**config.mk**
```make
export PLATFORM = sky130hd
export DESIGN_NAME = vcs_queue
export DESIGN_NICKNAME = d
export VERILOG_FILES = /design/src/rtl/vertex_center_and_scale_macros.svh /design/src/rtl/vcs_queue.sv
export SDC_FILE = /design/constraint.sdc
export NUM_CORES = 1
export LEC_CHECK = 0
export ABC_AREA = 0
export BUFFER_PORTS_ARGS = -buffer_cell sky130_fd_sc_hd__buf_4
export CAP_MARGIN = 5
export CORE_ASPECT_RATIO = 0.8
export CORE_MARGIN = 2
export CORE_UTILIZATION = 45
export DETAILED_ROUTE_END_ITERATION = 10
export GPL_ROUTABILITY_DRIVEN = 0
export PLACE_DENSITY = 0.7
export SYNTH_ARGS = -nofsm -noshare
export SYNTH_HDL_FRONTEND = slang
export SYNTH_SLANG_ARGS = --single-unit
```
**constraint.sdc**
```tcl
create_clock -name clk -period 2.16 [get_ports clk]
set_clock_uncertainty 0.1 [all_clocks]
set_input_delay 0.108 -clock clk [delete_from_list [all_inputs] [get_ports clk]]
set_output_delay 0.108 -clock clk [all_outputs]
set_load 0.01 [all_outputs]
```
**src/rtl/vertex_center_and_scale_macros.svh**
```systemverilog
// ---------------------------------------------------------------------------
// Assertion macros shared by the vertex center and scale RTL
// ---------------------------------------------------------------------------
`ifndef VERTEX_CENTER_AND_SCALE_MACROS_SVH
`define VERTEX_CENTER_AND_SCALE_MACROS_SVH

// Same-cycle implication, sampled on clk, off during rst
`define VCS_ASSERT_IMPL(label, cond, prop) \
  label: assert property (@(posedge clk) disable iff (rst) (cond) |-> (prop)) \
    else $error("vcs: implication check failed");

// Next-cycle implication, sampled on clk, off during rst
`define VCS_ASSERT_NEXT(label, cond, prop) \
  label: assert property (@(posedge clk) disable iff (rst) (cond) |=> (prop)) \
    else $error("vcs: next-cycle check failed");

`endif

```
**src/rtl/vcs_queue.sv**
```systemverilog
// ---------------------------------------------------------------------------
// vcs_queue
// Two-entry queue of request transactions between front and back.
// ---------------------------------------------------------------------------
`default_nettype none

module vcs_queue #(
  parameter int W = 14
) (
  input  wire logic         clk,
  input  wire logic         rst,
  input  wire logic         push,
  input  wire logic [W-1:0] push_data,
  output logic              full,
  input  wire logic         pop,
  output logic [W-1:0]      pop_data,
  output logic              empty
);

  logic [W-1:0] slot [2];
  logic         wptr;
  logic         rptr;
  logic [1:0]   fill;

  assign full     = fill == 2'd2;
  assign empty    = fill == 2'd0;
  assign pop_data = slot[rptr];

  // Advance pointers and fill level
  always_ff @(posedge clk) begin
    if (rst) begin
      wptr <= 1'b0;
      rptr <= 1'b0;
      fill <= 2'd0;
    end else begin
      if (push && !full) begin
        wptr <= !wptr;
      end
      if (pop && !empty) begin
        rptr <= !rptr;
      end
      fill <= fill + 2'((push && !full) ? 1 : 0) - 2'((pop && !empty) ? 1 : 0);
    end
  end

  // Hold entry payload
  always_ff @(posedge clk) begin
    if (push && !full) begin
      slot[wptr] <= push_data;
    end
  end

endmodule

`default_nettype wire

```
-- Yosys cells after proc, flatten, opt, wreduce, memory -nomap -nowiden
Memory sizes are Yosys's and may differ from the RTL's. A register that Yosys moved wholly into a read port is not among the register bits.
Index checks and enable logic that the tools add are counted.
- register bits after elaboration: 4
- RAM bits: 28
- ROM bits: 0
- memories: 1
- word-level logic and storage cells: 20
- output and inout port bits: 16
- bits in latches: 0
- shift-type cells: 0
- equal/unequal tests: 1
- div/mod/pow operators: 0
- magnitude comparators: 0
- bitwise gates (word level): 0
- muxes and demuxes: 6
- reduce and logical (&&, ||, !) cells: 7
- $add $sub $neg: 2
- multipliers: 0
- memories (memory ; depth ; width ; read ports ; clocked after memory_dff ; wr ports ; RTL line ; RTL):
    slot ; 2 ; 14 ; 1 ; 1 ; 1 ; vcs_queue.sv:20 ; logic [W-1:0] slot [2];
- operators by type and width (operator ; number):
    $mux 1 ; 6
    $logic_not 1->1 ; 4
    $add 2x1->2 ; 1
    $eq 2x2->1 const B ; 1
    $logic_and 1x1->1 ; 2
    $logic_not 2->1 ; 1
    $sub 2x1->2 ; 1

-- Logic depth before layout (Yosys ltp)
Gate-level depths: netlist (run 1).
- depth after elaboration: 6
- mapped depth: 8

-- Worst setup path after synthesis (run 1)
Ideal clock, no wire load.
- path type: flip-flop to flip-flop
- start point: register fill[0]
- end point: memory slot[0][0], enable pin
- arrival: 1.157 ns
- required time: 1.706 ns
- setup slack: 0.549 ns
- clock period less this slack: 1.611 ns
- buffers on the path: 0
- setup time: 0.354 ns
- stages on the path, launching flop included: 5
- path through: dfxtp_1 nand2b_2 inv_2 or3_1 inv_1
- word-level cells in the longest chain between the ends: 5
- RTL lines (what ; RTL line ; RTL):
    start, declared ; vcs_queue.sv:23 ; logic [1:0] fill;
    start signal, assigned ; vcs_queue.sv:42 ; fill <= fill + 2'((push && !full) ? 1 : 0) - 2'((pop && !empty) ? 1 : 0);
    $eq 2x2->1 ; vcs_queue.sv:25 ; assign full = fill == 2'd2;
    via full ; vcs_queue.sv:14 ; output logic full,
    $logic_not 1->1 ; vcs_queue.sv:48 ; if (push && !full) begin
    $logic_and 1x1->1 ; vcs_queue.sv:48 ;
    $mux 1 ; vcs_queue.sv:48 ;
    $mux 1 (implied by the code) ; vcs_queue.sv:49 ; slot[wptr] <= push_data;
    end, declared ; vcs_queue.sv:20 ;
The timed path passes the listed nets, and every way through them passes these cells.

==> results.md, run 1 <==
* Fillcell total at 198
* Clock slew at reported path FFs at about 90 ps
* DRT Wirelength at 2190 um
* DR WL/cell at approximately 13 um
* Starting density of the core at 49.1%
* Cell chain of the critical path: buf_4 -> mux2_2 -> buf_4
* Floorplan die height at 50.9 um
* Clk buf depth at 2
* Core ar. at 2520 sq um
* Seq pwr share at 49.1%
* Dpl ws at around 480 ps
* Crit end category: primary output
* CTS tree: done
* Worst path slowest cell: dfxtp_1
* Post-synthesis average cell area at 17.7 sq um
* Worst-Skew Late Latency at 330 ps
* RSZ-0062 raised after global routing: false
* CTS buffer count at 5
* Post-synthesis sequential area ratio at around 76%
* Ports at 34
* Post-route clock period utilization at 82.1%
* Pleak at 0.701 nW
* Remaining antenna violation count at 0
* First-pass GRT wire length at 3510 um
* Layout cells sized above 1 at 38.6%
* Max FO, Critical Path at 9
* CP Class: reg -> out
* Combinational share of power at 33.4%
* Fmax at 564 MHz
* Final setup TNS at 0 ps
* Area growth syn-to-layout at 40.6%
* CP Data Arrival Time at 1570 ps
* Final Hold Viols at 0
* Worst Tran Pin Value at 359 ps
* Total grt overflow at 0
* Post-layout minimum cycle time at 1770 ps
* Rows at 16
* Most common cell after layout, fill and taps aside: buf_4
* Hold path start: push
* H-tree depth at 2
* Pin count of the biggest net entering global routing at 15
* Net Count, Synth at 90
* Fin nets at roughly 150
* Outcome: complete, no violations
* Max-slew headroom at the worst pin at ~76%
* Synth unique cells at 21
* Area leader, netlist: edfxtp_1
* Commonest cells after routing, fill and taps aside: 35 x buf_4, 28 x edfxtp_1, 15 x dlygate4sd3_1, 10 x mux2_1
* # DRC at 0
* CP most frequent cell: buf_4
* Hold-fix buffers at CTS at 15
* Crit start category: flop
* Avg Vias per Cell at around 4.7
* Crit path largest cell delay at 490 ps
* Worst min-delay path class: in -> reg
* Synth top area share at 67.9%
* PnR worst setup slack at 386 ps
* # Post-CTS Setup Buffers at 0
* Worst vdd ir at between 0.5 and 0.6 mV
* Synth Instances at 70
* Cell Area, Synth at 1240 sq um
* Initial drt markers at 22
* Router iterations before antenna repair at 4
* Crit path required time at 1950 ps
* Antenna violations before repair at 0
* Antenna Cells at 0
* Port bufs at 33
* FF-to-FF Start: fill[0]$_SDFF_PP0_
* YS warnings at 0
* Maxcap violations at 0
* Resize count post-CTS at 0
* Vias in the first global route at a little under 800
* Clock net sink count at 33
* Final count of pins violating max slew at 0
* Synth area leaders: edfxtp_1 68%, mux2_1 9.1%, dfxtp_1 8.1%, mux2_2 3.6%, ha_1 2.0%
* GR Util All Layers at 15.3%
* Clock power share at 17.5%
* Die extent in x at between 60 and 70 um
* Yosys reg bits at 33
* DR vias at 758
* Switching Fraction at a little under 30%
* Root Driver: clkbuf_4
* Power per standard cell area at just over 1000 nW/um^2
* Sw power at ~0.52 mW
* Internal Dissipation at roughly 1.3 mW
* Die area at around 3200 sq um
* Placed wire-length estimate at 1430 um
* # setup viols final at 0
[per-layer routing]
layer  part of all wire (%)  track usage (%)
met4                    2.0             10.0
met3                    6.0             5.29
met1                     42             18.0
met2                     49             24.2
met5                      0                0
[worst paths after layout]
path / slack (ps) / cells after the start / endpoint
worst max-delay path: 390 / 3 / pop_data[0]
worst min-delay path: 70 / 4 / wptr$_SDFFE_PP0P_
worst max register to register: 450 / 5 / slot[0][2]$_DFFE_PP_
worst min register to register: 400 / 2 / wptr$_SDFFE_PP0P_
[sequential cells by signal, summed over array words and instances (netlist names), named ones only]
name / count
wptr: 1
fill: 2
slot: 28
rptr: 1
[power groups by stage]
stage | combinational [mW] | clock [mW] | sequential, mW
floorplan | 0.325 | 0 | 0.868
global placement | 0.564 | 0 | 0.884
detailed placement | 0.574 | 0 | 0.886
CTS | 0.599 | 0.327 | 0.872
global route | 0.651 | 0.353 | 0.886
finish | 0.593 | 0.311 | 0.872
[Yosys cell counts (all sizes together)]
library cell and number:
a21oi 1, and2 1, and3 1, buf 1
dfxtp 5, edfxtp 28, ha 2, inv 4
mux2 14, nand2 1, nand2b 1, nor2 4
nor2b 1, nor3 1, o21a 1, o21ai 1
or3 1, xnor2 1, xor2 1
[critical path, delay by kind of cell, from the launching register on]
family,cells,cell delay [ps]
multiplexers,1,350
buffers and inverters,2,390
flip-flops,1,490
[final cells by class]
type,instances,area (sq um),share of cell area [%]
Sequential cell,33,941,54.0
Clock buffer,5,37.5,2.16
Inverter,4,15.0,0.862
Multi-Input combinational cell,32,278,15.9
Timing Repair Buffer,50,413,23.7
Clock inverter,3,12.5,0.718
Tap cell,36,45.0,2.59
[logic make-up after synthesis]
group / Yosys count / share of synthesized area, %
flops: 33 / 76.0
mux: 14 / 12.7
simple gates: 11 / 4.75
buf+inv: 5 / 1.62
compound gates: 3 / 1.51
xor+xnor: 2 / 1.41
fa+ha+maj: 2 / 2.02
[metrics by stage]
stage	instance area, sq um	power, mW	hold slack, ps	util (%)	cells
finish	1740	1.78	70.9	69.0	163
global route	1740	1.89	94.5	69.0	163
CTS	1740	1.80	56.9	69.0	163
detailed placement	1540	1.46	197	61.1	140
global placement	1540	1.45	194	61.1	140
floorplan	1240	1.19	77.1	-	70
(Power assumes the default switching activity.)
==> run 2, diff against run 1 <==
Settings changed: ABC_AREA 0 to 1, PLACE_DENSITY 0.7 to 0.73.
Clock period 2.16 ns to 1.6 ns, I/O delays scaled along.
==> results.md, run 2 <==
* Outcome: complete, no violations
* Post-synthesis sequential area ratio at 74.6%
* Vias in the first global route at 847
* # DRC at 0
* Placed cell count at 157
* Top FF cell, synth: edfxtp_1
* Router iterations before antenna repair at 4
* Worst min-delay path class: in -> reg
* Post-route clock period utilization at 97.4%
* Seq pwr share at 45.8%
* Clock power share at 16.9%
* Maxcap violations at 0
* Worst vdd ir at 0.862 mV
* Post-synth EDFFs at 28
* Die area at ~3200 sq um
* Avg Vias per Cell at 4.54
* Placed wire-length estimate at 1500 um
* Clock slew at reported path FFs at 90 ps
* Die extent in x at about 63 um
* Ports at 34
* Worst-Skew Late Latency at 330 ps
* Core ar. at 2720 sq um
* Most frequent cells after synthesis: 28 x edfxtp_1, 14 x mux2_2, 10 x inv_1, 9 x nor2_1, 8 x nand2_1
* Rows at 17
* Clk buf depth at 2
* Layout cells sized above 1 at 47.9%
* Most common cell after layout, fill and taps aside: buf_4
* H-tree depth at 2
* Remaining antenna violation count at 0
* Antenna violations before repair at 0
* Root Driver: clkbuf_4
* Placed instance area at 1590 sq um
* Initial drt markers at 12
* CP Class: reg -> reg
* CP Data Arrival Time at between 1500 and 2000 ps
* Starting density of the core at between 40 and 50%
* Combinational share of power at 37.3%
* Dpl ws at -37.1 ps
* Crit path required time at 1740 ps
* Max reg flops at 28
* PnR worst setup slack at 42.2 ps
* Final count of pins violating max slew at 0
* Fillcell total at 226
* Clock net sink count at 33
* CTS tree: done
* Largest Register: slot
* Commonest cells after routing, fill and taps aside: 37 x buf_4, 28 x edfxtp_1, 17 x dlygate4sd3_1, 14 x mux2_2, 8 x inv_1
* Area growth syn-to-layout at 46.9%
* Port bufs at 33
* Net Count, Synth at 102
* Most numerous cell in the Yosys netlist: edfxtp_1
* Sw power at 0.780 mW
* Synth top area share at 66.7%
* # Post-CTS Setup Buffers at 0
* DR vias at 827
* Post-synthesis average cell area at 15.4 sq um
* Post-route cell area at around 1900 sq um
* Synth area leaders: edfxtp_1 67%, mux2_2 13%, dfxtp_1 7.9%, inv_1 3.0%, nor2_1 2.7%
* GR Util All Layers at between 10% and 20%
* Synth Instances at 82
* DRT Wirelength at 2470 um
* Internal Dissipation at 1.78 mW
* Crit start category: flop
* Pleak at 0.748 nW
* DR WL/cell at approximately 14 um
* Crit end category: flop
* Floorplan die height at 51.4 um
* Synth unique cells at 10
* Fin nets at 163
* Total grt overflow at 0
* CTS buffer count at 5
* Pin count of the biggest net entering global routing at 15
* Final setup TNS at 0 ps
* Asr flop ratio synth at 0%
* Fmax at around 640 MHz
* Max FO, Critical Path at 3
* Seq. cell area at between 900 and 1000 sq um
* Area leader, netlist: edfxtp_1
* Antenna Cells at 0
* # setup viols final at 0
* YS warnings at 0
* Cell Area, Synth at 1260 sq um
* Power per standard cell area at 1380 nW/um^2
* Switching Fraction at 30.5%
* Hold slack final at 337 ps
* Multi-input logic area at 315 sq um
* Worst Tran Pin Value at roughly 190 ps
* Post-layout minimum cycle time at 1560 ps
* Top Registers: slot: 28 flops, fill: 2 flops
* Max-slew headroom at the worst pin at ~87%
* Yosys reg bits at 33
* First-pass GRT wire length at 3670 um
* Final Hold Viols at 0
* Layout Cells excl Fill at 182
[run 2: cell types whose count changed in the layout (fill, tap and decap cells not counted), sizes merged, moves of 2 or more]
cell,previous run,this run
buf,35,38
clkbuf,5,8
clkinv,3,0
dlygate4sd3,15,17
inv,4,10
nand2,1,8
nand3,0,3
nor2,4,9
[run 2: power groups by stage]
stage | Sequential (mW) | Combinational, mW | Clock, mW
floorplan | 1.16 | 0.458 | 0
CTS | 1.16 | 0.863 | 0.442
finish | 1.17 | 0.953 | 0.432
detailed placement | 1.17 | 0.813 | 0
global placement | 1.16 | 0.790 | 0
global route | 1.18 | 1.05 | 0.485
[run 2: metrics by stage]
step | util [%] | total power [mW]
2_1_floorplan | - | 1.62
3_3_place_gp | 58.2 | 1.95
3_5_place_dp | 58.2 | 1.98
4_1_cts | 66.5 | 2.46
5_1_grt | 68.1 | 2.72
6_report | 68.1 | 2.55
[run 2: timing repair]
| action | 4_1_cts | 5_1_grt |
|---|---|---|
| setup endpoints to repair | 1 | 15 |
| endpoints found under the hold margin | 33 | 0 |
| hold buffers | 17 | 0 |
| gates resized for setup | 3 | 11 |
| pin swaps | 1 | 0 |
[run 2: critical path, cell delays in order (launching register included)]
cell and delay (ps):
dfxtp_4 380, inv_1 50, nand2_1 90, nand2_2 90
ha_4 270, inv_2 40, ha_4 160, inv_2 50
nand2_2 50, a21oi_2 110, nor2_1 50
[run 2: logic make-up (layout without fill, tap and decap cells)]
kind of cell	count (synthesis)	after routing	synth area share, %
and+or+nand+nor	20	20	6.25
muxes	14	14	12.5
adders and majority gates	2	2	1.98
AOI/OAI and AO/OA	2	2	0.794
DFF	33	33	74.6
buffers and inverters	11	73	3.87
[run 2: area by class of cell]
cell class | count | area share, %
clock buffers | 8 | 2.63
inverters | 10 | 2.03
multi-input cells | 38 | 17.0
flip-flops and latches | 33 | 51.0
well taps | 38 | 2.57
repair buffers | 55 | 24.8
[run 2: worst paths after layout]
| check | startpoint | endpoint | slack (ps) | cells past startpoint |
|---|---|---|---|---|
| min | rst | fill[0]$_SDFF_PP0_ | 340 | 3 |
| max | fill[0]$_SDFF_PP0_ | fill[1]$_SDFF_PP0_ | 40 | 10 |
| max reg2reg | fill[0]$_SDFF_PP0_ | fill[1]$_SDFF_PP0_ | 40 | 10 |
| min reg2reg | rptr$_SDFFE_PP0P_ | flop | 420 | 2 |
[run 2: metal layers]
layer,wire length [um],track usage [%]
met5,0,0
met4,70,7.61
met3,146,7.05
met2,1340,29.1
met1,909,16.2
