[src/rtl/vertex_center_and_scale_macros.svh]
// ---------------------------------------------------------------------------
// Assertion macros shared by the vertex center and scale RTL
// ---------------------------------------------------------------------------
`ifndef VERTEX_CENTER_AND_SCALE_MACROS_SVH
`define VERTEX_CENTER_AND_SCALE_MACROS_SVH

// Same-cycle implication, sampled on clk, off during rst
`define VCS_ASSERT_IMPL(label, cond, prop) \
  label: assert property (@(posedge clk) disable iff (rst) (cond) |-> (prop)) \
    else $error("vcs: implication check failed");

// Next-cycle implication, sampled on clk, off during rst
`define VCS_ASSERT_NEXT(label, cond, prop) \
  label: assert property (@(posedge clk) disable iff (rst) (cond) |=> (prop)) \
    else $error("vcs: next-cycle check failed");

`endif

[src/rtl/vcs_pkg.sv]
// ---------------------------------------------------------------------------
// vcs_pkg
// Types, codes and helpers of the vertex center and scale block.
// ---------------------------------------------------------------------------
`default_nettype none

package vcs_pkg;

  localparam int MAX_VERTICES_DEF  = 1024;
  localparam int COORD_W           = 32;
  localparam int TEXT_W            = 24;
  localparam logic [TEXT_W-1:0] TARGET_EXTENT_RST = 24'd655360;
  // Signed (coordinate - center) times target extent
  localparam int PROD_W            = COORD_W + 1 + TEXT_W;
  localparam int EXT_W             = COORD_W;

  typedef enum logic {
    OP_LOAD = 1'b0,
    OP_EMIT = 1'b1
  } op_t;

  typedef enum logic [1:0] {
    ST_OK   = 2'd0,
    ST_ZERO = 2'd1,
    ST_NONE = 2'd2
  } status_t;

  typedef struct packed {
    op_t                       op;
    logic signed [COORD_W-1:0] pos_x;
    logic signed [COORD_W-1:0] pos_y;
    logic signed [COORD_W-1:0] pos_z;
  } in_item_t;

  typedef struct packed {
    logic signed [COORD_W-1:0] out_x;
    logic signed [COORD_W-1:0] out_y;
    logic signed [COORD_W-1:0] out_z;
    status_t                   status;
    logic                      dropped;
    logic                      last;
  } out_item_t;

  // Clamp a wide quotient to the signed coordinate range
  function automatic logic signed [COORD_W-1:0] sat_coord(
    input logic signed [PROD_W-1:0] v
  );
    logic signed [PROD_W-1:0] hi;
    logic signed [PROD_W-1:0] lo;
    hi = PROD_W'({1'b0, {(COORD_W-1){1'b1}}});
    lo = -hi - PROD_W'(1);
    if (v > hi) begin
      return {1'b0, {(COORD_W-1){1'b1}}};
    end else if (v < lo) begin
      return {1'b1, {(COORD_W-1){1'b0}}};
    end else begin
      return v[COORD_W-1:0];
    end
  endfunction

endpackage

`default_nettype wire

[src/rtl/vcs_front.sv]
// ---------------------------------------------------------------------------
// vcs_front
// Accepts transactions, keeps per-axis statistics, writes the vertex store and
// queues emit requests with their position and flags resolved.
// ---------------------------------------------------------------------------
`default_nettype none

module vcs_front
  import vcs_pkg::*;
#(
  parameter int MAX_VERTICES = MAX_VERTICES_DEF,
  localparam int AW    = $clog2(MAX_VERTICES),
  localparam int CNT_W = $clog2(MAX_VERTICES + 1),
  localparam int SUM_W = COORD_W + CNT_W,
  localparam int E_W   = AW + 4
) (
  input  wire logic                       clk,
  input  wire logic                       rst,
  input  wire logic                       in_valid,
  output logic                            in_ready,
  input  wire in_item_t                   in_data,
  output logic                            ram_we,
  output logic [AW-1:0]                   ram_addr,
  output logic [3*COORD_W-1:0]            ram_wdata,
  output logic                            q_push,
  output logic [E_W-1:0]                  q_data,
  input  wire logic                       q_full,
  input  wire logic                       q_empty,
  input  wire logic                       back_idle,
  output logic signed [SUM_W-1:0]         axis_sum  [3],
  output logic signed [COORD_W-1:0]       axis_low  [3],
  output logic signed [COORD_W-1:0]       axis_high [3],
  output logic [CNT_W-1:0]                vertex_count
);

  logic                      emitting;
  logic                      overflow;
  logic [CNT_W-1:0]          emit_pos;
  logic                      is_load;
  logic                      load_ok;
  logic                      accept;
  logic [CNT_W-1:0]          base_count;
  logic                      at_cap;
  logic signed [COORD_W-1:0] c [3];
  logic [CNT_W-1:0]          pos;
  logic                      none_left;
  logic                      is_last;

  assign is_load = in_data.op == OP_LOAD;
  // A load that opens a new set waits until emission has drained
  assign load_ok  = !emitting || (q_empty && back_idle);
  assign in_ready = is_load ? load_ok : !q_full;
  assign accept   = in_valid && in_ready;

  assign c[0] = in_data.pos_x;
  assign c[1] = in_data.pos_y;
  assign c[2] = in_data.pos_z;

  assign base_count = emitting ? '0 : vertex_count;
  assign at_cap     = base_count >= CNT_W'(MAX_VERTICES);

  // Store write
  assign ram_we    = accept && is_load && !at_cap;
  assign ram_addr  = base_count[AW-1:0];
  assign ram_wdata = {in_data.pos_x, in_data.pos_y, in_data.pos_z};

  // Resolve the request position and flags
  assign pos       = emitting ? emit_pos : '0;
  assign none_left = pos >= vertex_count;
  assign is_last   = !none_left && ((pos + CNT_W'(1)) == vertex_count);
  assign q_push    = accept && !is_load;
  assign q_data    = {!emitting, none_left, is_last, overflow, pos[AW-1:0]};

  // Update set state
  always_ff @(posedge clk) begin
    if (rst) begin
      emitting     <= 1'b0;
      overflow     <= 1'b0;
      emit_pos     <= '0;
      vertex_count <= '0;
      for (int a = 0; a < 3; a++) begin
        axis_sum[a]  <= '0;
        axis_low[a]  <= {1'b0, {(COORD_W-1){1'b1}}};
        axis_high[a] <= {1'b1, {(COORD_W-1){1'b0}}};
      end
    end else if (accept && is_load) begin
      if (emitting) begin
        // Start a new set with this vertex
        emitting     <= 1'b0;
        overflow     <= 1'b0;
        emit_pos     <= '0;
        vertex_count <= CNT_W'(1);
        for (int a = 0; a < 3; a++) begin
          axis_sum[a]  <= SUM_W'(c[a]);
          axis_low[a]  <= c[a];
          axis_high[a] <= c[a];
        end
      end else if (at_cap) begin
        overflow <= 1'b1;
      end else begin
        vertex_count <= vertex_count + CNT_W'(1);
        for (int a = 0; a < 3; a++) begin
          axis_sum[a] <= axis_sum[a] + SUM_W'(c[a]);
          if (c[a] < axis_low[a]) begin
            axis_low[a] <= c[a];
          end
          if (c[a] > axis_high[a]) begin
            axis_high[a] <= c[a];
          end
        end
      end
    end else if (accept) begin
      emitting <= 1'b1;
      emit_pos <= none_left ? pos : pos + CNT_W'(1);
    end
  end

endmodule

`default_nettype wire

[config.mk]
export PLATFORM = sky130hd
export DESIGN_NAME = vcs_front
export DESIGN_NICKNAME = d
export VERILOG_FILES = /design/src/rtl/vertex_center_and_scale_macros.svh /design/src/rtl/vcs_pkg.sv /design/src/rtl/vcs_front.sv
export SDC_FILE = /design/constraint.sdc
export NUM_CORES = 1
export LEC_CHECK = 0
export ABC_CLOCK_PERIOD_IN_PS = 11360
export BUFFER_PORTS_ARGS = -buffer_cell sky130_fd_sc_hd__buf_2
export CAP_MARGIN = 15
export CORE_MARGIN = 4
export CORE_UTILIZATION = 46
export DETAILED_ROUTE_END_ITERATION = 10
export PLACE_DENSITY = 0.8
export SKIP_CTS_REPAIR_TIMING = 1
export SLEW_MARGIN = 25
export SYNTH_ARGS = -nofsm -noshare
export SYNTH_HDL_FRONTEND = slang
export SYNTH_SLANG_ARGS = --single-unit
[constraint.sdc]
create_clock -name clk -period 11.36 [get_ports clk]
set_clock_uncertainty 0.2 [all_clocks]
set_input_delay 2.272 -clock clk [delete_from_list [all_inputs] [get_ports clk]]
set_output_delay 2.272 -clock clk [all_outputs]
set_load 0.02 [all_outputs]
### After elaboration in Yosys (flattened, before gate mapping)

Index checks and enable logic that the tools add are counted.

| word-level totals | value |
|---|---|
| register bits | 345 |
| input bits | 103 |
| output and inout port bits | 455 |
| logic and storage cells | 82 |

| operators by class | value |
|---|---|
| add/sub/neg operators | 5 |
| order comparisons | 8 |
| eq/ne operators | 3 |
| muxes and demuxes | 23 |
| bitwise gates (word level) | 1 |
| reductions and logical operators | 29 |

Operators by type and width:

| kind | number |
|---|---|
| two-way mux 96 bit | 4 |
| two-way mux 129 bit | 2 |
| two-way mux 32 bit | 6 |
| adder 43 x 32 -> 43 bit | 3 |
| > comparator 32 bit | 3 |
| < comparator 32 bit | 3 |
| two-way mux 11 bit | 8 |
| adder 11 x 1 -> 11 bit (second input constant) | 2 |
| AND reduction 3 bit | 6 |
| nonzero test 2 bit | 8 |
| == test 11 bit | 1 |
| greater-or-equal comparator 11 bit | 1 |
| greater-or-equal comparator 11 bit (second input constant) | 1 |
| logical AND 1 bit | 6 |
| AND reduction 2 bit | 3 |
| zero test 1 bit | 4 |
| != test 2 bit (second input constant) | 2 |
| two-way mux 1 bit | 3 |
| OR reduction 2 bit | 1 |
| logical OR 1 bit | 1 |
| inverter 1 bit | 1 |

### Logic depth before layout (Yosys ltp)

Gate-level depths: netlist (run 1).

| depth | value |
|---|---|
| depth after elaboration | 7 |
| depth in mapped cells | 16 |
| depth with buffers taken out | 12 |

### Worst setup path after synthesis (run 1)

No wires, ideal clock.

| timing | value |
|---|---|
| path type | input -> output |
| start | in q_empty |
| end | out ram_we |
| data arrival time | 3643 ps |
| data required time | 8888 ps |
| path slack | 5245 ps |
| cell stages on the path | 7 |
| path buffers | 2 |
| cells stage by stage | and2_0 -> o311ai_1 -> nor2_1 -> o21ai_1 -> inv_2 -> clkbuf_1 -> clkbuf_1 |

| between the ends | value |
|---|---|
| word-level cells in the longest chain between the ends | 6 |

Ends and longest elaborated chain:

| item | line | source |
|---|---|---|
| start, declared | vcs_front.sv:28 | `input wire logic q_empty,` |
| logical AND 1 bit | vcs_front.sv:51 | `assign load_ok = !emitting \|\| (q_empty && back_idle);` |
| logical OR 1 bit | vcs_front.sv:51 |  |
| two-way mux 1 bit | vcs_front.sv:52 | `assign in_ready = is_load ? load_ok : !q_full;` |
| logical AND 1 bit | vcs_front.sv:53 | `assign accept = in_valid && in_ready;` |
| logical AND 1 bit (2 in series) | vcs_front.sv:63 | `assign ram_we = accept && is_load && !at_cap;` |
| end, declared | vcs_front.sv:22 | `output logic ram_we,` |

Every way passes these cells.

### Worst setup path after layout (run 1)

| timing | value |
|---|---|
| start | reg emitting |
| end | out q_data[11] |

| between the ends | value |
|---|---|
| word-level cells in the longest chain between the ends | 4 |
| elaborated cells between the ends (all ways) | 6 |
| those cells by class | 1 x add/sub; 1 x order compare; 1 x eq/ne; 1 x mux; 2 x reduce/logical |

Ends and longest elaborated chain:

| item | line | source |
|---|---|---|
| start, declared | vcs_front.sv:36 | `logic emitting;` |
| start signal, assigned | vcs_front.sv:77 | `emitting <= 1'b0;` |
| start signal, assigned | vcs_front.sv:89 | `emitting <= 1'b0;` |
| start signal, assigned | vcs_front.sv:113 | `emitting <= 1'b1;` |
| two-way mux 11 bit (*) | vcs_front.sv:68 | `assign pos = emitting ? emit_pos : '0;` |
| adder 11 x 1 -> 11 bit / greater-or-equal comparator 11 bit (equally long branches) | vcs_front.sv:70, vcs_front.sv:69 |  |
| == test 11 bit / zero test 1 bit (equally long branches) | vcs_front.sv:70 | `assign is_last = !none_left && ((pos + CNT_W'(1)) == vertex_count);` |
| logical AND 1 bit (*) | vcs_front.sv:70 |  |
| end, declared | vcs_front.sv:26 | `output logic [E_W-1:0] q_data,` |

Mark *: on every way between the ends. The rest lies on a longest branch, timed or not.

==> results of run 1 <==
==> where the power goes <==
group          internal [W]  total (W)  switching (W)
Clock              0.000845    0.00141       0.000566
Combinational      0.000411    0.00111       0.000699
Sequential          0.00129    0.00135      0.0000651
==> cells in the final DEF, fill, tap and decap left out, drive strengths merged, types with 8 or more instances in the layout <==
cell type / n
nand4: 66
and3: 20
xor2: 34
ha: 328
a211oi: 37
o311ai: 9
a311oi: 34
o211a: 11
nand3: 72
nor3: 50
buf: 575
nand2: 275
nand2b: 16
nor2b: 26
dfxtp: 345
inv: 234
clkbuf: 59
a21o: 160
a221oi: 8
xnor2: 89
mux2i: 108
or3: 48
nor4: 11
a21oi: 224
nor2: 343
clkinv: 8
or2: 9
o22ai: 9
o21ai: 152
a22oi: 31
and2: 13
o211ai: 114
o21a: 25
o21bai: 18
a31oi: 54
==> worst paths after layout <==
check / from / depth (start not counted) / slack [ns] / end
worst min register to register: overflow / 2 / 0.27 / overflow
worst max register to register: emitting / 10 / 5.83 / axis_sum[121]
worst max-delay path: emitting / 11 / 4.38 / q_data[11]
worst min-delay path: overflow / 2 / 0.27 / overflow
==> registers in the layout (all words and copies together) (netlist names) <==
register / count
emit_pos: 11
axis_low: 96
emitting: 1
axis_high: 96
axis_sum: 129
overflow: 1
vertex_count: 11
==> worst reg2reg max path, delay by kind of cell (launching register included) <==
family,cells,cell delay (ns)
AO/OA/AOI/OAI,3,0.60
AND/OR/NAND/NOR,3,1.56
flip-flops,1,0.62
buffers and inverters,4,2.45
==> stage by stage <==
stage	cell area [µm²]	worst slack [ns]	util, %	hold slack, ns
after global placement	29000	4.94	51.2	0.255
after global routing	30500	4.01	53.8	0.297
after floorplan	26400	5.25	-	0.238
final	30500	4.38	53.8	0.271
after detailed placement	29000	4.79	51.2	0.259
after CTS	30400	4.34	53.8	0.275
==> per-layer routing <==
layer  part of all wire (%)  track usage, %  vias up  wire length (µm)
met2                     47            45.3      950             40000
met5                      0               0        -                 0
met4                    4.3            11.0        0              3670
li1                       -               -    12700                 -
met3                    7.5            5.10      189              6400
met1                     41            32.2    12400             34900
==> cell families after synthesis <==
kind of cell	Yosys count
compound gates	957
mux	112
simple gates	972
fa+ha+maj	331
buf+inv	498
xor+xnor	123
flops	345
==> cell type report <==
cell class / instances / area, µm²
Inverter: 234 / 886
Clock inverter: 16 / 201
Clock buffer: 59 / 1230
Multi-Input combinational cell: 2495 / 17300
Fill cell: 5302 / 26100
Sequential cell: 345 / 6910
Timing Repair Buffer: 575 / 2940
Tap cell: 756 / 946
==> summary.md, run 1 <==
| Metric | Value |
|---|---|
| GRT Residual Overflow | `0` |
| Leak | `14.9 nW` |
| Fin cells | `4480` |
| Via count | `26200` |
| Worst path top cell family by delay | `simple AND/OR/NAND/NOR gates` |
| DRT iter0 DRCs | `1620` |
| Starting Density | `46.7%` |
| CTS clk-pin slew, worst paths | `0.06 ns` |
| Vias/cell | `5.84` |
| Largest net degree at the start of global routing | `104` |
| Worst slew pin tran | `1.04 ns` |
| Critical path, cell by cell | `buf_4 -> and2_1 -> ha_1 -> nand4_1 -> nor2_1 -> and3_1 -> nand3_1 -> xnor2_1 -> or4_1 -> nor2_1 -> buf_2` |
| Clock Tree Buf Depth | `3` |
| Post-synthesis compound-gate area fraction | `24.4%` |
| Sequential area share after synthesis | `26.1%` |
| Worst skew pair latency | `0.56 ns` |
| Critical-path top delay cell | `dfxtp_4` |
| Worst setup path category | `flop to output pin` |
| Post-synth top area cell | `dfxtp_1` |
| Layout cells sized above 1 | `18.8%` |
| Netlist cell types | `91` |
| Initial antenna violation count | `0` |
| Tmin final | `6.98 ns` |
| Worst setup SP type | `flop` |
| I/O pins | `558` |
| Worst-path maximum fanout | `88` |
| Number of enable flip-flop cells after synthesis | `0` |
| H-tree levels | `2` |
| Mux share of post-synthesis cell area | `4.26%` |
| Post-Synthesis Cells | `3338` |
| Worst hold path class | `flop to flop` |
| RePlAce Congestion | `0.928` |
| Mapped cell area | `26400 µm²` |
| Die height | `248 µm` |
| Post-synth top flop | `dfxtp_1` |
| Number of I/O port buffers | `557` |
| CP required | `8.89 ns` |
| Hpwl dp | `62.3 mm` |
| Commonest cells post-synth | `dfxtp_1, nor2_1, ha_1, nand2_1, inv_1` |
| Syn nets | `3772` |
| VDD IR max | `0.105 mV` |
| Die ar. | `61400 µm²` |
| Simple-gate portion of the synthesized area | `16.8%` |
| Pwr Density | `127 nW/µm²` |
| Largest family of logic cells by synthesized area | `compound AO/OA/AOI/OAI gates` |
| Detail Route Antenna Nets | `0` |
| DRC violations left | `0` |
| Core Area | `56600 µm²` |
| Slew Viols, Final | `0` |
| Async S/R FF share, synth | `0%` |
| Post-synthesis adder-cell area fraction | `15.7%` |
| Relative slew slack | `30.5%` |
| Most used cell, CP | `nor2_1` |
| Tot Pwr | `0.00387 W` |
| Antenna Cells | `0` |
| RSZ-0062 raised after global routing | `false` |
| CTS Root Cell | `clkbuf_16` |
| Area Overhead vs Synth | `15.2%` |
| Clock sink count | `345` |
| Status | `finished clean` |
| Largest stage delay on the critical path | `1.00 ns` |
| Placed Instances | `4404` |
| Final setup viols | `0` |
| Average routed wire per standard cell | `19.0 µm` |
| Max_cap viols | `0` |
| Count leader, synth | `dfxtp_1` |
| Tcrit/Tclk final | `61.4%` |
| Post-Route WL | `85.0 mm` |
| Average size of a mapped cell | `7.92 µm²` |
| Num rows | `87` |
| Synth area leaders | `dfxtp_1, ha_1, nor2_1` |
| Setup_tns | `0 ns` |
| Num CTS Buffers | `42` |
| Nets@finish | `4127` |
| Vias in the first global route | `24700` |
| Drt pass-1 iters | `5` |
| Register bit count reported by yosys | `345` |
| Global-route wire length before repair | `132 mm` |
| GR Util All Layers | `26.3%` |
| Hold violation count in the final report | `0` |
| CP Buf/Inv Count | `2` |
| Share of the synthesized area in the top cell type | `26.1%` |
| Die width | `248 µm` |
| Crit path capture type | `output pin` |
| Xor/xnor cell area share of the yosys netlist | `4.07%` |
| CTS tree | `built` |
| Worst EP arrival | `4.51 ns` |
| Achievable Freq | `0.143 GHz` |
| Synth warn | `0` |
No activity file was read; power rests on OpenSTA's default activity.
==> inputs of run 2 (changes only) <==
--- a/config.mk
+++ b/config.mk
@@ -5,7 +5,7 @@
 export SDC_FILE = /design/constraint.sdc
 export NUM_CORES = 1
 export LEC_CHECK = 0
-export ABC_CLOCK_PERIOD_IN_PS = 11360
+export ABC_CLOCK_PERIOD_IN_PS = 7180
 export BUFFER_PORTS_ARGS = -buffer_cell sky130_fd_sc_hd__buf_2
 export CAP_MARGIN = 15
 export CORE_MARGIN = 4
==> constraint.sdc (replaced) <==
create_clock -name clk -period 7.18 [get_ports clk]
set_clock_uncertainty 0.2 [all_clocks]
set_input_delay 1.436 -clock clk [delete_from_list [all_inputs] [get_ports clk]]
set_output_delay 1.436 -clock clk [all_outputs]
set_load 0.02 [all_outputs]
==> summary.md, run 2 (same netlist as run 1, synthesis figures left out) <==
| Metric | Value |
|---|---|
| H-tree levels | `2 (unchanged)` |
| Max_cap viols | `0 (unchanged)` |
| Worst EP arrival | `3.72 ns (-0.79 ns)` |
| VDD IR max | `0.160 mV (+53%)` |
| CP required | `5.54 ns (-3.35 ns)` |
| Die ar. | `61400 µm² (unchanged)` |
| Fillcell total | `5275 (-0.51%)` |
| Commonest non-fill, non-tap cells in the layout | `buf_2, dfxtp_1, nor2_1, ha_1, nand2_1` |
| Relative slew slack | `31.1% (+0.54 points)` |
| Final setup viols | `0 (unchanged)` |
| Worst setup SP type | `flop` |
| Worst slew pin tran | `1.03 ns (-0.00815 ns)` |
| Multi-input gate area | `17300 µm² (about the same)` |
| Global-route wire length before repair | `133 mm (+0.11%)` |
| Worst R2R Setup Slack | `2.39 ns (-3.44 ns)` |
| Vias in the first global route | `24700 (-0.097%)` |
| Critical-path top delay cell | `o311ai_1` |
| Detail Route Antenna Nets | `0 (unchanged)` |
| DRC violations left | `0 (unchanged)` |
| R2R depth | `9 (-1)` |
| CP Buf/Inv Count | `4 (+2)` |
| M3 GR Usage | `5.91% (+0.81 points)` |
| Tmin final | `5.36 ns` |
| RePlAce Congestion | `0.923 (-0.59%)` |
| Global routing usage on met2 | `44.6% (-0.71 points)` |
| Largest stage delay on the critical path | `0.69 ns (-0.31 ns)` |
| R2R Path Start | `emitting` |
| GRT Residual Overflow | `0 (unchanged)` |
| DRT iter0 DRCs | `1881 (+16%)` |
| Setup_tns | `0 ns (unchanged)` |
| RSZ-0062 raised after global routing | `false` |
| Sw frac | `35.2% (+0.87 points)` |
| Hold violation count in the final report | `0 (unchanged)` |
| Hpwl dp | `62.0 mm (-0.46%)` |
| Worst skew pair latency | `0.56 ns (about the same)` |
| GRT busiest layer | `met2` |
| Worst r2r dst | `axis_high[35]` |
| P_sw | `0.00211 W (+59%)` |
| Number of I/O port buffers | `557 (unchanged)` |
| Pint | `0.00388 W (+53%)` |
| Initial antenna violation count | `1 (+1)` |
| Slew Viols, Final | `0 (unchanged)` |
| Hold Path Depth | `2 (unchanged)` |
| Via count | `26100 (-0.31%)` |
| Largest register by flop count | `axis_sum` |
| CTS Root Cell | `clkbuf_16` |
| Leak | `14.8 nW (-0.30%)` |
| Post-Route WL | `84.6 mm (-0.46%)` |
| Placed Area | `29000 µm² (about the same)` |
| Num CTS Buffers | `42 (unchanged)` |
| GRT met1 Usage | `31.8% (-0.37 points)` |
| CTS clk-pin slew, worst paths | `0.06 ns (about the same)` |
| Worst hold path class | `flop to flop` |
| Layout cells sized above 1 | `18.7% (-0.022 points)` |
| Status | `finished clean` |
| Min-Delay Startpoint | `emit_pos[10]` |
| Core Area | `56600 µm² (unchanged)` |
| Starting Density | `46.7% (unchanged)` |
| Achievable Freq | `0.187 GHz` |
| Seq pwr share | `35.7% (+0.8 points)` |
| CTS tree | `built` |
| Nets@finish | `4126 (-0.024%)` |
| Die width | `248 µm (unchanged)` |
| Num rows | `87 (unchanged)` |
| Worst setup path category | `flop to output pin` |
| Clock sink count | `345 (unchanged)` |
| I/O pins | `558 (unchanged)` |
| Clock network power share | `35.1% (-1.3 points)` |
| Critical path, cell by cell | `clkinv_2 -> o311ai_1 -> nor2_2 -> o21ai_4 -> buf_4 -> inv_6 -> buf_2` |
| Max reg flops | `129 (unchanged)` |
| Critical path depth | `7 (-4)` |
| Pwr Density | `197 nW/µm² (+55%)` |
| Top Registers | `axis_sum (129), axis_high (96), axis_low (96)` |
| GR Util All Layers | `26.2% (-0.11 points)` |
| Logic pwr share | `29.2% (+0.5 points)` |
| Die height | `248 µm (unchanged)` |
| Area Overhead vs Synth | `14.8%` |
| Tcrit/Tclk final | `74.6%` |
| Drt pass-1 iters | `6 (+1)` |
| Worst-path maximum fanout | `64 (-27%)` |
| Average routed wire per standard cell | `18.9 µm (-0.46%)` |
| Finished Cell Area | `30400 µm² (-0.32%)` |
| Tot Pwr | `0.00599 W (+55%)` |
| Largest net degree at the start of global routing | `136 (+31%)` |
| Hold Path End | `emit_pos[10]` |
| Most common cell after layout, fill and taps aside | `buf_2` |
| Clock Tree Buf Depth | `3 (unchanged)` |
| Worst path top cell family by delay | `buffers and inverters` |
| Crit path capture type | `output pin` |
| Vias/cell | `5.82 (-0.31%)` |
| Register cell area after layout | `6910 µm² (unchanged)` |
-- run 2: power by group through the flow --
| stage | registers [W] | logic (W) | clock network (W) |
|---|---|---|---|
| 3_3_place_gp | 0.00217 | 0.00169 | 0 |
| 2_1_floorplan | 0.00230 | 0.00110 | 0 |
| 5_1_grt | 0.00215 | 0.00193 | 0.00221 |
| 3_5_place_dp | 0.00218 | 0.00172 | 0 |
| 6_report | 0.00214 | 0.00175 | 0.00210 |
| 4_1_cts | 0.00214 | 0.00174 | 0.00215 |
-- run 2: worst max-delay path by stage --
stage / start / endpoint
after global routing: emitting / ram_we
after detailed placement: in_data[96] / ram_we
after floorplan: emitting / q_data[11]
after global placement: in_data[33] / axis_low[32]
final: emitting / ram_we
after CTS: emitting / ram_we
-- run 2: worst reg2reg max path, delay by kind of cell (launching register included) --
kind | cells | cell delay, ns
and+or+nand+nor | 3 | 0.88
buffers and inverters | 3 | 1.45
AOI/OAI and AO/OA | 2 | 1.27
muxes | 1 | 0.28
DFF | 1 | 0.57
-- run 2: per-stage QoR --
| stage | utilization [%] | hold WS (ns) | setup slack, ns | cells |
|---|---|---|---|---|
| floorplan | - | 0.238 | 1.96 | 3338 |
| global placement | 51.2 | 0.263 | 2.05 | 4404 |
| detailed placement | 51.2 | 0.272 | 2.02 | 4404 |
| CTS | 53.6 | 0.280 | 1.81 | 4479 |
| global route | 53.6 | 0.299 | 1.50 | 4480 |
| finish | 53.6 | 0.276 | 1.82 | 4480 |
-- run 2: metal layers --
layer,share of wire [%],up-vias
li1,-,12600
met5,0,-
met2,47,965
met1,41,12300
met4,4.5,0
met3,8.1,208
-- run 2: layout make-up --
type | instances | share of cell area [%]
inverter | 234 | 2.92
multi-input combinational | 2495 | 57.1
clock buffer | 58 | 4.03
sequential | 345 | 22.8
tap | 756 | 3.12
clock inverter | 17 | 0.400
timing repair buffer | 574 | 9.68
antenna | 1 | 0.00824
